[config.mk]
export PLATFORM = sky130hd
export DESIGN_NAME = indexed_list_engine_core
export DESIGN_NICKNAME = d
export VERILOG_FILES = /design/src/hdl/ilec_pkg.sv /design/src/hdl/ilec_store.sv /design/src/hdl/ilec_step.sv /design/src/hdl/indexed_list_engine_core.sv
export SDC_FILE = /design/constraint.sdc
export NUM_CORES = 1
export LEC_CHECK = 0
export ABC_AREA = 1
export BUFFER_PORTS_ARGS = -buffer_cell sky130_fd_sc_hd__buf_2
export CAP_MARGIN = 30
export CORE_MARGIN = 4
export CORE_UTILIZATION = 39
export DETAILED_ROUTE_END_ITERATION = 16
export SETUP_SLACK_MARGIN = 0.15
export SLEW_MARGIN = 20
export SYNTH_ARGS = -nofsm -noshare
export SYNTH_HDL_FRONTEND = slang
export SYNTH_SLANG_ARGS = --single-unit
[constraint.sdc]
create_clock -name aclk -period 6.1 [get_ports aclk]
set_input_delay 0.305 -clock aclk [delete_from_list [all_inputs] [get_ports aclk]]
set_output_delay 0.305 -clock aclk [all_outputs]
set_load 0.03 [all_outputs]
[src/hdl/ilec_pkg.sv]
// shared constants of the indexed list engine: command and status codes, bus widths
// no dependencies
package ilec_pkg;

    localparam int CAPACITY_DEF = 16;

    localparam int CMD_W   = 3;
    localparam int POS_W   = 4;
    localparam int WORD_W  = 32;
    localparam int STAT_W  = 2;
    localparam int COUNT_W = 5;

    localparam int S_TDATA_W = 40;
    localparam int M_TDATA_W = 40;

    localparam logic [CMD_W-1:0] OP_APPEND = 3'd0;
    localparam logic [CMD_W-1:0] OP_INSERT = 3'd1;
    localparam logic [CMD_W-1:0] OP_GET    = 3'd2;
    localparam logic [CMD_W-1:0] OP_SET    = 3'd3;
    localparam logic [CMD_W-1:0] OP_REMOVE = 3'd4;

    localparam logic [STAT_W-1:0] STAT_OK    = 2'd0;
    localparam logic [STAT_W-1:0] STAT_INDEX = 2'd1;
    localparam logic [STAT_W-1:0] STAT_FULL  = 2'd2;

endpackage

[src/hdl/ilec_store.sv]
// element store of the indexed list engine: one write port, one registered read port
// depends on ilec_pkg for the word width
module ilec_store #(
    parameter int DEPTH = ilec_pkg::CAPACITY_DEF,
    parameter int AW    = $clog2(DEPTH)
) (
    input  logic                        aclk,
    input  logic                        wr_en,
    input  logic [AW-1:0]               wr_addr,
    input  logic [ilec_pkg::WORD_W-1:0] wr_data,
    input  logic                        rd_en,
    input  logic [AW-1:0]               rd_addr,
    output logic [ilec_pkg::WORD_W-1:0] rd_data
);

    logic [ilec_pkg::WORD_W-1:0] mem [DEPTH];
    logic [ilec_pkg::WORD_W-1:0] rd_data_reg;

    always_ff @(posedge aclk) begin
        if (wr_en) begin
            mem[wr_addr] <= wr_data;
        end
        if (rd_en) begin
            rd_data_reg <= mem[rd_addr];
        end
    end

    assign rd_data = rd_data_reg;

endmodule

[src/hdl/ilec_step.sv]
// shared index unit: steps the move index by one and decides whether another move remains
// depends on ilec_pkg for the position width
module ilec_step #(
    parameter int AW = 4,
    parameter int CW = 5
) (
    input  logic                       dir_up,
    input  logic [AW-1:0]              idx,
    input  logic [ilec_pkg::POS_W-1:0] pos,
    input  logic [CW-1:0]              count,
    output logic [AW-1:0]              nb,
    output logic                       more
);

    localparam int LW = CW + ilec_pkg::POS_W + 1;

    logic [AW:0]   nb_w;
    logic [LW-1:0] lhs;
    logic [LW-1:0] rhs;

    always_comb begin
        if (dir_up) begin
            nb_w = {1'b0, idx} + (AW+1)'(1);
            lhs  = LW'(nb_w);
            rhs  = LW'(count);
        end else begin
            nb_w = {1'b0, idx} - (AW+1)'(1);
            lhs  = LW'(pos);
            rhs  = LW'(idx);
        end
    end

    // remove: idx+1 < count, insert: pos < idx
    assign more = lhs < rhs;
    assign nb   = nb_w[AW-1:0];

endmodule

[src/hdl/indexed_list_engine_core.sv]
// top level of the indexed list engine: command sequencer, count and result register
// depends on ilec_pkg, ilec_store and ilec_step
//
//  channel | dir | beat content (tdata, lowest bit up)
//  s_      | in  | command[2:0], position[6:3], item_value[38:7], pad[39]
//  m_      | out | read_value[31:0], status[33:32], entry_count[38:34], pad[39]
//
//  append, set and bad commands: DECODE then OUT; get: DECODE, GETW, then OUT
//  insert and remove: DECODE, then LOOP and MOVE once per entry moved, a registered read
//  then a write per move, and a last LOOP before OUT
//  s_tready is high only while the sequencer is idle; a held result beat stalls the
//  sequencer only when the next result is ready before the held beat is taken
//  synchronous reset empties the list; store contents are not cleared
module indexed_list_engine_core #(
    parameter int CAPACITY = ilec_pkg::CAPACITY_DEF
) (
    input  logic                           aclk,
    input  logic                           aresetn,
    input  logic                           s_tvalid,
    output logic                           s_tready,
    // command, position, item_value, zero pad
    input  logic [ilec_pkg::S_TDATA_W-1:0] s_tdata,
    output logic                           m_tvalid,
    input  logic                           m_tready,
    // read_value, status, entry_count, zero pad
    output logic [ilec_pkg::M_TDATA_W-1:0] m_tdata
);

    localparam int AW = $clog2(CAPACITY);
    localparam int CW = $clog2(CAPACITY + 1);
    localparam int XW = CW + ilec_pkg::POS_W;

    typedef enum logic [5:0] {
        S_IDLE   = 6'b000001,
        S_DECODE = 6'b000010,
        S_LOOP   = 6'b000100,
        S_MOVE   = 6'b001000,
        S_GETW   = 6'b010000,
        S_OUT    = 6'b100000
    } state_t;

    state_t state_reg, state_next;

    logic [ilec_pkg::CMD_W-1:0]   cmd_reg, cmd_next;
    logic [ilec_pkg::POS_W-1:0]   pos_reg, pos_next;
    logic [ilec_pkg::WORD_W-1:0]  val_reg, val_next;
    logic [AW-1:0]                idx_reg, idx_next;
    logic [CW-1:0]                count_reg, count_next;
    logic [ilec_pkg::WORD_W-1:0]  res_rd_reg, res_rd_next;
    logic [ilec_pkg::STAT_W-1:0]  res_st_reg, res_st_next;
    logic                         m_valid_reg, m_valid_next;
    logic [ilec_pkg::M_TDATA_W-1:0] m_data_reg, m_data_next;

    logic                        wr_en;
    logic [AW-1:0]               wr_addr;
    logic [ilec_pkg::WORD_W-1:0] wr_data;
    logic                        rd_en;
    logic [AW-1:0]               rd_addr;
    logic [ilec_pkg::WORD_W-1:0] rd_data;

    logic          dir_up;
    logic [AW-1:0] nb;
    logic          more;

    logic [XW-1:0] pos_x;
    logic [XW-1:0] cnt_x;
    logic          pos_ok;
    logic          full;
    logic [CW+4:0] cnt_w;
    logic          s_accept;

    assign pos_x    = XW'(pos_reg);
    assign cnt_x    = XW'(count_reg);
    assign pos_ok   = pos_x < cnt_x;
    assign full     = count_reg == CW'(CAPACITY);
    assign cnt_w    = (CW+5)'(count_reg);
    assign dir_up   = cmd_reg == ilec_pkg::OP_REMOVE;
    assign s_tready = state_reg == S_IDLE;
    assign s_accept = s_tvalid && s_tready;

    ilec_store #(
        .DEPTH (CAPACITY),
        .AW    (AW)
    ) u_store (
        .aclk    (aclk),
        .wr_en   (wr_en),
        .wr_addr (wr_addr),
        .wr_data (wr_data),
        .rd_en   (rd_en),
        .rd_addr (rd_addr),
        .rd_data (rd_data)
    );

    ilec_step #(
        .AW (AW),
        .CW (CW)
    ) u_step (
        .dir_up (dir_up),
        .idx    (idx_reg),
        .pos    (pos_reg),
        .count  (count_reg),
        .nb     (nb),
        .more   (more)
    );

    always_comb begin
        state_next   = state_reg;
        cmd_next     = cmd_reg;
        pos_next     = pos_reg;
        val_next     = val_reg;
        idx_next     = idx_reg;
        count_next   = count_reg;
        res_rd_next  = res_rd_reg;
        res_st_next  = res_st_reg;
        m_valid_next = m_valid_reg;
        m_data_next  = m_data_reg;
        wr_en        = 1'b0;
        wr_addr      = idx_reg;
        wr_data      = val_reg;
        rd_en        = 1'b0;
        rd_addr      = nb;

        if (m_valid_reg && m_tready) begin
            m_valid_next = 1'b0;
        end

        unique case (state_reg)
            S_IDLE: begin
                if (s_accept) begin
                    cmd_next   = s_tdata[2:0];
                    pos_next   = s_tdata[6:3];
                    val_next   = s_tdata[38:7];
                    state_next = S_DECODE;
                end
            end
            S_DECODE: begin
                res_rd_next = '0;
                res_st_next = ilec_pkg::STAT_OK;
                state_next  = S_OUT;
                unique case (cmd_reg)
                    ilec_pkg::OP_APPEND: begin
                        if (full) begin
                            res_st_next = ilec_pkg::STAT_FULL;
                        end else begin
                            wr_en      = 1'b1;
                            wr_addr    = count_reg[AW-1:0];
                            count_next = count_reg + CW'(1);
                        end
                    end
                    ilec_pkg::OP_INSERT: begin
                        if (!pos_ok) begin
                            res_st_next = ilec_pkg::STAT_INDEX;
                        end else if (full) begin
                            res_st_next = ilec_pkg::STAT_FULL;
                        end else begin
                            idx_next   = count_reg[AW-1:0];
                            state_next = S_LOOP;
                        end
                    end
                    ilec_pkg::OP_GET: begin
                        if (!pos_ok) begin
                            res_st_next = ilec_pkg::STAT_INDEX;
                        end else begin
                            rd_en      = 1'b1;
                            rd_addr    = pos_x[AW-1:0];
                            state_next = S_GETW;
                        end
                    end
                    ilec_pkg::OP_SET: begin
                        if (!pos_ok) begin
                            res_st_next = ilec_pkg::STAT_INDEX;
                        end else begin
                            wr_en   = 1'b1;
                            wr_addr = pos_x[AW-1:0];
                        end
                    end
                    ilec_pkg::OP_REMOVE: begin
                        if (!pos_ok) begin
                            res_st_next = ilec_pkg::STAT_INDEX;
                        end else begin
                            idx_next   = pos_x[AW-1:0];
                            state_next = S_LOOP;
                        end
                    end
                    default: begin
                        res_st_next = ilec_pkg::STAT_OK;
                    end
                endcase
            end
            S_LOOP: begin
                if (more) begin
                    rd_en      = 1'b1;
                    state_next = S_MOVE;
                end else if (dir_up) begin
                    count_next = count_reg - CW'(1);
                    state_next = S_OUT;
                end else begin
                    wr_en      = 1'b1;
                    count_next = count_reg + CW'(1);
                    state_next = S_OUT;
                end
            end
            S_MOVE: begin
                wr_en      = 1'b1;
                wr_data    = rd_data;
                idx_next   = nb;
                state_next = S_LOOP;
            end
            S_GETW: begin
                res_rd_next = rd_data;
                state_next  = S_OUT;
            end
            S_OUT: begin
                if (!m_valid_reg || m_tready) begin
                    m_valid_next = 1'b1;
                    m_data_next  = {1'b0, cnt_w[4:0], res_st_reg, res_rd_reg};
                    state_next   = S_IDLE;
                end
            end
            default: begin
                state_next = S_IDLE;
            end
        endcase
    end

    always_ff @(posedge aclk) begin
        if (!aresetn) begin
            state_reg   <= S_IDLE;
            count_reg   <= '0;
            m_valid_reg <= 1'b0;
        end else begin
            state_reg   <= state_next;
            count_reg   <= count_next;
            m_valid_reg <= m_valid_next;
        end
    end

    always_ff @(posedge aclk) begin
        cmd_reg    <= cmd_next;
        pos_reg    <= pos_next;
        val_reg    <= val_next;
        idx_reg    <= idx_next;
        res_rd_reg <= res_rd_next;
        res_st_reg <= res_st_next;
        m_data_reg <= m_data_next;
    end

    assign m_tvalid = m_valid_reg;
    assign m_tdata  = m_data_reg;

endmodule

==> results of run 1 <==
## area by class of cell
class | instances | area (um2) | area share
Multi-Input combinational cell | 1341 | 6470 | 0.192
Sequential cell | 672 | 20100 | 0.595
Clock buffer | 82 | 1840 | 0.0545
Clock inverter | 44 | 378 | 0.0112
Timing Repair Buffer | 199 | 1530 | 0.0453
Inverter | 598 | 2250 | 0.0667
Tap cell | 969 | 1210 | 0.0359
## worst max-delay path by stage
stage | start | end | cells past startpoint
2_1_floorplan | state_reg[2] | m_tdata[0] | 3
3_3_place_gp | cmd_reg[2] | u_store.mem[13][15] | 14
3_5_place_dp | cmd_reg[2] | u_store.mem[13][15] | 14
4_1_cts | cmd_reg[2] | u_store.mem[13][13] | 14
5_1_grt | cmd_reg[2] | u_store.mem[13][16] | 14
6_report | cmd_reg[2] | u_store.mem[13][13] | 14
## metal layers
layer / global-route usage / vias to the layer above / part of all wire
li1: - / 9302 / -
met1: 0.233 / 9463 / 0.41
met2: 0.323 / 695 / 0.50
met3: 0.0253 / 163 / 0.064
met4: 0.0742 / 0 / 0.034
met5: 0 / - / 0
## where the power goes
group | internal (uW) | switching [uW] | leakage, uW
Sequential | 5130 | 13.5 | 0.00612
Clock | 2350 | 1800 | 0.00109
Combinational | 173 | 399 | 0.00700
## through the flow
step	setup slack (ns)	total power [uW]	hold WS [ns]	std cells
after floorplan	1.25	5590	0.374	2749
after global placement	1.37	5780	0.401	3733
after detailed placement	1.40	5790	0.406	3736
after CTS	1.38	9960	0.0144	3902
after global routing	0.947	10200	0.0448	3905
final	1.35	9870	0.0430	3905
## worst max-delay path, stage by stage (launching register included)
cell,delay [ns]
edfxtp_1,0.43
nand2_1,0.53
clkinv_1,0.63
o21ai_0,0.31
inv_1,0.07
ha_1,0.27
nand2_1,0.04
nor2_1,0.08
nand2_1,0.09
nand2_1,0.09
nand2_1,0.09
o21ai_2,0.30
nand3_1,0.39
nor2_4,0.48
buf_4,0.52
## cell families (layout without fill, tap and decap cells)
family | count (synthesis) | after routing
AOI/OAI and AO/OA | 98 | 98
xor gates and xnor gates | 8 | 8
adders and majority gates | 12 | 12
buffers and inverters | 736 | 923
DFF | 672 | 672
other | 1 | 1
and+or+nand+nor | 1222 | 1222
## layout by cell type (no fill, tap or decap), drive strengths merged
cell type / Yosys / final
clkinv: 3 / 36
or2: 1 / 1
ha: 12 / 12
bufinv: 0 / 4
o21a: 5 / 5
a21oi: 17 / 17
conb: 1 / 1
buf: 100 / 159
nand3: 631 / 631
o21ai: 69 / 69
nor2: 81 / 81
a41oi: 1 / 1
xnor2: 2 / 2
o211ai: 4 / 4
edfxtp: 660 / 660
nor4: 4 / 4
clkinvlp: 0 / 2
nand4: 1 / 1
dfxtp: 12 / 12
nand2: 497 / 497
dlygate4sd3: 0 / 40
a22oi: 1 / 1
clkbuf: 38 / 82
nor3: 7 / 7
inv: 595 / 600
xor2: 6 / 6
a211oi: 1 / 1
## repair_timing
action	in CTS	in global routing
setup endpoints to repair	0	0
hold endpoints to repair	42	0
hold buffers	40	0
==> flow_summary.json, run 1 <==
{
  "outcome": "finished, final reports clean",
  "yosysTopAreaCell": "edfxtp_1",
  "via_per_inst": 5.03,
  "cts_tree": "done",
  "die_area_um2": 79400,
  "syn_area_um2": 29200,
  "antenna_found_initial": 1,
  "port_buffers": 83,
  "path_max_fanout": 23,
  "drcViolationCount": 0,
  "hold_viol_final": 0,
  "cts_resized": 0,
  "period_minus_slack_ns": 4.75,
  "core_um2": 74300,
  "syn2layout_area_growth_pct": 15.4,
  "tns_ns": 0,
  "grt_pass1_vias": 19400,
  "async_flop_share": 0,
  "r2r.worst_path.cells": 14,
  "reg2reg_to": "u_store.mem[13][13]",
  "regToRegStartpoint": "cmd_reg[2]",
  "yosysTopAreaCellShare": 0.678,
  "layout.nets": 2939,
  "dp_hpwl_mm": 39.4,
  "period_share": 0.779,
  "fmax_mhz": 210,
  "max_cap_viol_count": 0,
  "synthXorXnorAreaFrac": 0.00240,
  "finalSetupViolations": 0,
  "slew_viol_final": 0,
  "synth_simple_gate_area_frac": 0.188,
  "critical_path_required_ns": 6.34,
  "min-delay-start": "m_tready",
  "drt-total-wl_mm": 73.7,
  "drive_gt1_frac": 0.105,
  "grt_pass1_wl_mm": 112,
  "grt_overflow": 0,
  "wl_per_cell_um": 18.9,
  "clock_tree.buffer_depth": 3,
  "ys_warn_count": 0,
  "fin_util": 0.454,
  "cellPowerDensity_nw_per_um2": 293,
  "pin_count": 86,
  "largest_reg_flops": 512,
  "vias": 19600,
  "synthFlopType": "edfxtp_1",
  "ys_top_cells_by_area": "edfxtp_1 (68%), nand3_1 (11%), inv_1 (7.6%)",
  "synth_top_family_by_area": "simple AND/OR/NAND/NOR gates",
  "critical_path_arrival_ns": 4.99,
  "postLayoutCellArea_um2": 33700,
  "htreeDepth": 3,
  "diodes": 0,
  "grtUsageTotal": 0.185,
  "worst_slew_pin_slew_ns": 1.00,
  "synthMuxAreaShare": 0,
  "worstSetupPathType": "flip-flop to flip-flop",
  "placed_area_um2": 31100,
  "first_iter_violations": 1622,
  "synth-seq-area-share": 0.686,
  "skew_ns": 0.0221,
  "place_congestion": 0.832,
  "worstHoldEndpoint": "m_tvalid",
  "critPathLaunchType": "flip-flop",
  "syn_inst": 2749,
  "synth_cell_types": 38,
  "regMostFlops": "u_store.mem",
  "first_pass_iters": 5,
  "irDropWorstVdd_uv": 176,
  "post-synth-top-count-cell": "edfxtp_1",
  "clkSlewWorstSetupHoldPaths_ns": 0.06,
  "num_rows": 100,
  "cts_setup_buffers": 0,
  "yosys-top-cells-count": "edfxtp_1 (660), nand3_1 (627), inv_1 (590)",
  "rsz0062_at_grt": "no",
  "syn_nets": 2805,
  "power.leakage_uw": 0.0142,
  "ys_ff_latch": 672,
  "r2r_slack_ns": 1.35,
  "die_w_um": 282,
  "initial_utilization": 0.393,
  "ant_nets": 0,
  "hold_depth": 4,
  "hp-class": "input port to flip-flop",
  "worst_setup_path_end_kind": "flip-flop",
  "grt_max_degree": 129,
  "clock_latency_ns": 0.62,
  "synth-edff-count": 660,
  "die_h_um": 282,
  "max_slew_margin": 0.331,
  "fill_cells": 6746,
  "avgSynthCellArea_um2": 10.6,
  "root_buffer": "clkbuf_16",
  "numCtsBuffers": 71,
  "synth_compound_area_frac": 0.0181,
  "synth_fa_ha_area_frac": 0.00514,
  "cts_sinks": 672
}
Note: power is estimated with default switching activity, not from simulation.
==> run 2: changes to the inputs <==
- clock period: 6.1 -> 4.8 ns (I/O delays scaled with it)
==> run 2 against run 1 <==
Sequential cell count unchanged. Clock power increased by 22%. Highest routed layer unchanged. Die area unchanged. Register-to-register slack got worse by 0.38 ns. Largest power group unchanged. Utilization up 0.17 points.
==> flow_summary.json, run 2 (same netlist as run 1, synthesis figures left out) <==
{
  "layout.nets": 2952,
  "layout_setup_ws_ns": 0.968,
  "intPower_uw": 9630,
  "place_congestion": 0.825,
  "vias": 19700,
  "combinationalPowerShare": 0.061,
  "grt_pass1_wl_mm": 113,
  "port_buffers": 83,
  "drcViolationCount": 0,
  "regMostFlops": "u_store.mem",
  "numCtsBuffers": 71,
  "fmax_mhz": 261,
  "clock_tree.buffer_depth": 3,
  "core_um2": 74300,
  "critical_path_buf_inv_count": 2,
  "rsz0062_at_grt": "no",
  "slowest_delay_ns": 0.40,
  "htreeDepth": 3,
  "crit_path_end": "u_store.mem[14][16]",
  "pin_count": 86,
  "clock_latency_ns": 0.61,
  "grt_max_degree": 129,
  "die_h_um": 282,
  "first_iter_violations": 1872,
  "stdcell_count": 3915,
  "cts_resized": 0,
  "grt_overflow": 0,
  "max_slew_margin": 0.357,
  "drive_gt1_frac": 0.106,
  "power.leakage_uw": 0.0143,
  "slowest_stage": "edfxtp_1",
  "tns_ns": 0,
  "cts_tree": "done",
  "critical_path_required_ns": 5.08,
  "num_rows": 100,
  "initial_utilization": 0.393,
  "outcome": "finished, final reports clean",
  "drt-total-wl_mm": 74.2,
  "clkSlewWorstSetupHoldPaths_ns": 0.06,
  "clkPwrFrac": 0.411,
  "slew_viol_final": 0,
  "antenna_found_initial": 0,
  "cp_top_family": "simple AND/OR/NAND/NOR gates",
  "skew_ns": 0.0184,
  "r2r_slack_ns": 0.97,
  "r2r.worst_path.cells": 16,
  "root_buffer": "clkbuf_16",
  "crit_path_cell_trace": "nor2_1 -> nand2_1 -> buf_4 -> a21oi_1 -> o21ai_1 -> o21a_1 -> ha_1 -> nand2_1 -> nor2_1 -> nand2_1 -> nand2_1 -> nand2_1 -> o21ai_2 -> nand3_1 -> nor2_4 -> buf_12",
  "hold_viol_final": 0,
  "reg2reg_to": "u_store.mem[14][16]",
  "critPathLaunchType": "flip-flop",
  "dpl.cell_count": 3749,
  "mostFrequentLayoutCells": "edfxtp_1 (660), nand3_1 (627), inv_1 (589)",
  "ant_nets": 0,
  "syn2layout_area_growth_pct": 15.8,
  "worstSetupPathType": "flip-flop to flip-flop",
  "max_cap_viol_count": 0,
  "finalSetupViolations": 0,
  "p_seq_frac": 0.529,
  "final_common_cell": "edfxtp_1",
  "wl_per_cell_um": 18.9,
  "dp_hpwl_mm": 39.9,
  "cts_setup_buffers": 0,
  "worst_slew_pin_slew_ns": 0.963,
  "critical_path_arrival_ns": 4.11,
  "grtUsageTotal": 0.186,
  "period_share": 0.798,
  "path_max_fanout": 32,
  "grt_pass1_vias": 19300,
  "diodes": 0,
  "largest_reg_flops": 512,
  "period_minus_slack_ns": 3.83,
  "regToRegStartpoint": "cmd_reg[0]",
  "first_pass_iters": 5,
  "startpoint": "cmd_reg[0]",
  "cts_sinks": 672,
  "hp-class": "input port to flip-flop",
  "whs_ns": 0.342,
  "die_area_um2": 79400,
  "die_w_um": 282,
  "pre_cts_slack_ns": 0.970,
  "multi_input_area_um2": 6470,
  "via_per_inst": 5.04,
  "p_switching_uw": 2740,
  "cellPowerDensity_nw_per_um2": 365,
  "worst_setup_path_end_kind": "flip-flop",
  "irDropWorstVdd_uv": 182,
  "fill_cells": 6703,
  "switching_share": 0.222,
  "seq_area_um2": 20100,
  "cp.depth": 16,
  "crit_top_cell": "nand2_1"
}
[run 2: cell count changes in the layout (fill, tap and decap cells not counted), moves of 2 or more]
cell           change
clkinv_2           +2
o21ai_0            -9
dlygate4sd3_1      +3
clkinv_4           -2
buf_16             -3
buf_4              -2
o21ai_1            +8
clkbuf_1           +6
clkinv_8           -2
bufinv_16          -2
clkinv_1           -2
buf_12            +16
inv_6              -3
[run 2: worst reg2reg max path, delay by kind of cell, from the launching register on]
| family | cells | cell delay (ns) |
|---|---|---|
| flops | 1 | 0.40 |
| simple gates | 9 | 1.58 |
| buf+inv | 2 | 0.60 |
| fa+ha+maj | 1 | 0.28 |
| compound gates | 4 | 0.64 |
[run 2: layout make-up]
class,instances,area share
clock inverters,34,0.00702
clock buffers,89,0.0554
well taps,969,0.0358
flip-flops and latches,672,0.592
inverters,598,0.0664
repair buffers,212,0.0522
multi-input cells,1341,0.191
[run 2: metrics by stage]
| step | total power (uW) | instance area (um2) | utilization |
|---|---|---|---|
| floorplan | 7110 | 29200 | - |
| global placement | 7370 | 31200 | 0.420 |
| detailed placement | 7390 | 31300 | 0.421 |
| CTS | 12500 | 33900 | 0.456 |
| global route | 12800 | 33900 | 0.456 |
| finish | 12400 | 33900 | 0.456 |
[run 2: routing by layer]
layer  share of wire  GRT usage
met5               0          0
met4           0.030     0.0718
met3           0.061     0.0256
met2            0.49      0.319
met1            0.42      0.241
[run 2: power groups by stage]
stage	clock network (uW)	registers, uW	logic (uW)
after floorplan	0	6660	441
after global routing	5430	6540	825
after detailed placement	0	6670	720
after global placement	0	6670	700
final	5080	6540	750
after CTS	5200	6540	751
[run 2: what timing repair did]
item                       4_1_cts  5_1_grt
hold endpoints to repair        47        0
hold buffers                    43        0
setup endpoints to repair        0        0
[run 2: worst min path at each step]
stage / start / to / slack, ns / cells after the start
6_report: s_tdata[30] / val_reg[23] / 0.34 / 2
5_1_grt: s_tdata[21] / val_reg[14] / 0.34 / 2
4_1_cts: s_tdata[30] / val_reg[23] / 0.31 / 2
3_5_place_dp: res_rd_reg[10] / m_tdata[10] / 0.40 / 0
3_3_place_gp: res_rd_reg[1] / m_tdata[1] / 0.40 / 0
2_1_floorplan: aresetn / state_reg[0] / 0.31 / 1
==> run 3: changes to the inputs <==
- clock period: 4.8 -> 3.35 ns (I/O delays scaled with it)
==> run 3 against run 2 <==
Critical path depth is 2 higher. Routed wire length is 1.7% higher. Non-clock buffer count is 67 higher. Setup slack worse by 0.69 ns. Count of clock-buffer cells in the layout is 3 higher. Combinational power is 52% higher. Critical endpoint is now u_store.mem[6][31]. Clock power is 50% higher. Utilization is 1.6 points higher. Fmax is 25% higher. Largest cell class unchanged. Sequential cell count stayed put.
==> flow_summary.json, run 3 (same netlist as run 1, synthesis figures left out) <==
{
  "slowest_stage": "edfxtp_1",
  "htreeDepth": 3,
  "grt_overflow": 0,
  "worst_setup_path_end_kind": "flip-flop",
  "via_per_inst": 4.99,
  "rsz0062_at_grt": "no",
  "hp-class": "input port to flip-flop",
  "vias": 19900,
  "antenna_found_initial": 0,
  "port_buffers": 83,
  "multi_input_area_um2": 6580,
  "die_area_um2": 79400,
  "grtUsageTotal": 0.186,
  "grt_pass1_wl_mm": 114,
  "syn2layout_area_growth_pct": 19.8,
  "combinationalPowerShare": 0.063,
  "worstHoldEndpoint": "val_reg[10]",
  "clock_tree.buffer_depth": 3,
  "fin_util": 0.471,
  "worstSetupPathType": "flip-flop to flip-flop",
  "grt_max_degree": 79,
  "first_iter_violations": 1781,
  "seq_area_um2": 20100,
  "die_h_um": 282,
  "path_max_fanout": 6,
  "crit_path_cell_trace": "nor2_4 -> nand2_4 -> clkinvlp_4 -> buf_4 -> nand2_1 -> ha_1 -> nand2_1 -> nor2_1 -> a211oi_2 -> nand2_1 -> nand2_2 -> o21ai_4 -> buf_12 -> nand3_2 -> buf_6 -> nor2_4 -> buf_12 -> clkbuf_16",
  "skew_ns": 0.0165,
  "p_switching_uw": 3960,
  "hold_depth": 2,
  "diodes": 0,
  "period_share": 0.917,
  "reg2reg_to": "u_store.mem[6][31]",
  "drt-total-wl_mm": 75.4,
  "die_w_um": 282,
  "outcome": "finished, final reports clean",
  "r2r.worst_path.cells": 18,
  "dp_hpwl_mm": 42.8,
  "switching_share": 0.219,
  "slowest_delay_ns": 0.44,
  "power.leakage_uw": 0.0148,
  "fmax_mhz": 326,
  "place_congestion": 0.809,
  "finalSetupViolations": 0,
  "clock_latency_ns": 0.61,
  "pin_count": 86,
  "irDropWorstVdd_uv": 341,
  "slew_viol_final": 0,
  "period_minus_slack_ns": 3.07,
  "num_rows": 100,
  "max_slew_margin": 0.391,
  "critical_path_arrival_ns": 3.39,
  "largest_reg_flops": 512,
  "wl_per_cell_um": 18.9,
  "min-delay-start": "s_tdata[17]",
  "mostFrequentLayoutCells": "edfxtp_1 (660), nand3_1 (621), inv_1 (588)",
  "core_um2": 74300,
  "root_buffer": "clkbuf_16",
  "power_uw": 18100,
  "crit_top_cell": "nand2_1",
  "layout.nets": 3021,
  "clkPwrFrac": 0.420,
  "regMostFlops": "u_store.mem",
  "final_common_cell": "edfxtp_1",
  "cts_sinks": 672,
  "r2r_slack_ns": 0.28,
  "cellPowerDensity_nw_per_um2": 517,
  "fill_cells": 6718,
  "first_pass_iters": 5,
  "numCtsBuffers": 72,
  "regToRegStartpoint": "cmd_reg[1]",
  "ant_nets": 0,
  "grt_pass1_vias": 19600,
  "initial_utilization": 0.393,
  "intPower_uw": 14200,
  "p_seq_frac": 0.517,
  "critPathLaunchType": "flip-flop",
  "worst_slew_pin_slew_ns": 0.904,
  "max_cap_viol_count": 0,
  "critical_path_required_ns": 3.67,
  "drive_gt1_frac": 0.132,
  "cts_tree": "done",
  "drcViolationCount": 0,
  "clkSlewWorstSetupHoldPaths_ns": 0.06,
  "hold_viol_final": 0
}
[run 3: what timing repair did]
action                                 CTS  global route
setup endpoints to repair              354           521
pin swaps                                2            10
hold buffers                            43             0
setup buffers                            3            10
gates cloned                             1             7
gates resized for setup                  5            26
endpoints found under the hold margin   51             0
[run 3: cell type report]
| type | count | share of cell area |
|---|---|---|
| flip-flops and latches | 672 | 0.573 |
| inverters | 598 | 0.0643 |
| repair buffers | 279 | 0.0771 |
| well taps | 969 | 0.0346 |
| clock inverters | 35 | 0.00875 |
| multi-input cells | 1342 | 0.188 |
| clock buffers | 92 | 0.0548 |
[run 3: worst max-delay path by stage]
stage | slack, ns | from | depth (start not counted) | to
after detailed placement | 0.1 | cmd_reg[1] | 15 | u_store.mem[11][11]
after floorplan | -0.13 | idx_reg[0] | 14 | u_store.mem[1][0]
after global placement | 0.02 | cmd_reg[1] | 15 | u_store.mem[9][12]
after global routing | 0.14 | cmd_reg[1] | 18 | u_store.mem[6][8]
after CTS | 0.20 | cmd_reg[1] | 16 | u_store.mem[9][14]
final | 0.28 | cmd_reg[1] | 18 | u_store.mem[6][31]
[run 3: metal layers]
| metal | part of all wire | vias up | global-route usage |
|---|---|---|---|
| li1 | - | 9476 | - |
| met1 | 0.42 | 9674 | 0.245 |
| met2 | 0.49 | 648 | 0.321 |
| met3 | 0.064 | 108 | 0.0268 |
| met4 | 0.022 | 0 | 0.0583 |
| met5 | 0 | - | 0 |
[run 3: through the flow]
step                      setup TNS, ns  hold WS [ns]  area (um2)  worst slack [ns]  cells
final                                 0         0.269       35000             0.278   3987
after global placement                0         0.346       32000            0.0164   3796
after CTS                             0         0.241       34700             0.197   3970
after global routing                  0         0.269       35000             0.135   3987
after floorplan                  -35.69         0.237       29400            -0.132   2749
after detailed placement              0         0.346       32000            0.0995   3796
[run 3: worst max-delay path: cells and delay by family, from the launching register on]
kind	cells	cell delay, ns
adders and majority gates	1	0.32
and+or+nand+nor	9	0.88
AOI/OAI and AO/OA	2	0.21
buffers and inverters	6	0.89
DFF	1	0.44
[run 3: power groups by stage]
stage	sequential [uW]	combinational, uW	clock, uW
4_1_cts	9370	1120	7760
2_1_floorplan	9550	638	0
3_3_place_gp	9540	1060	0
5_1_grt	9370	1250	8100
6_report	9370	1140	7600
3_5_place_dp	9540	1080	0
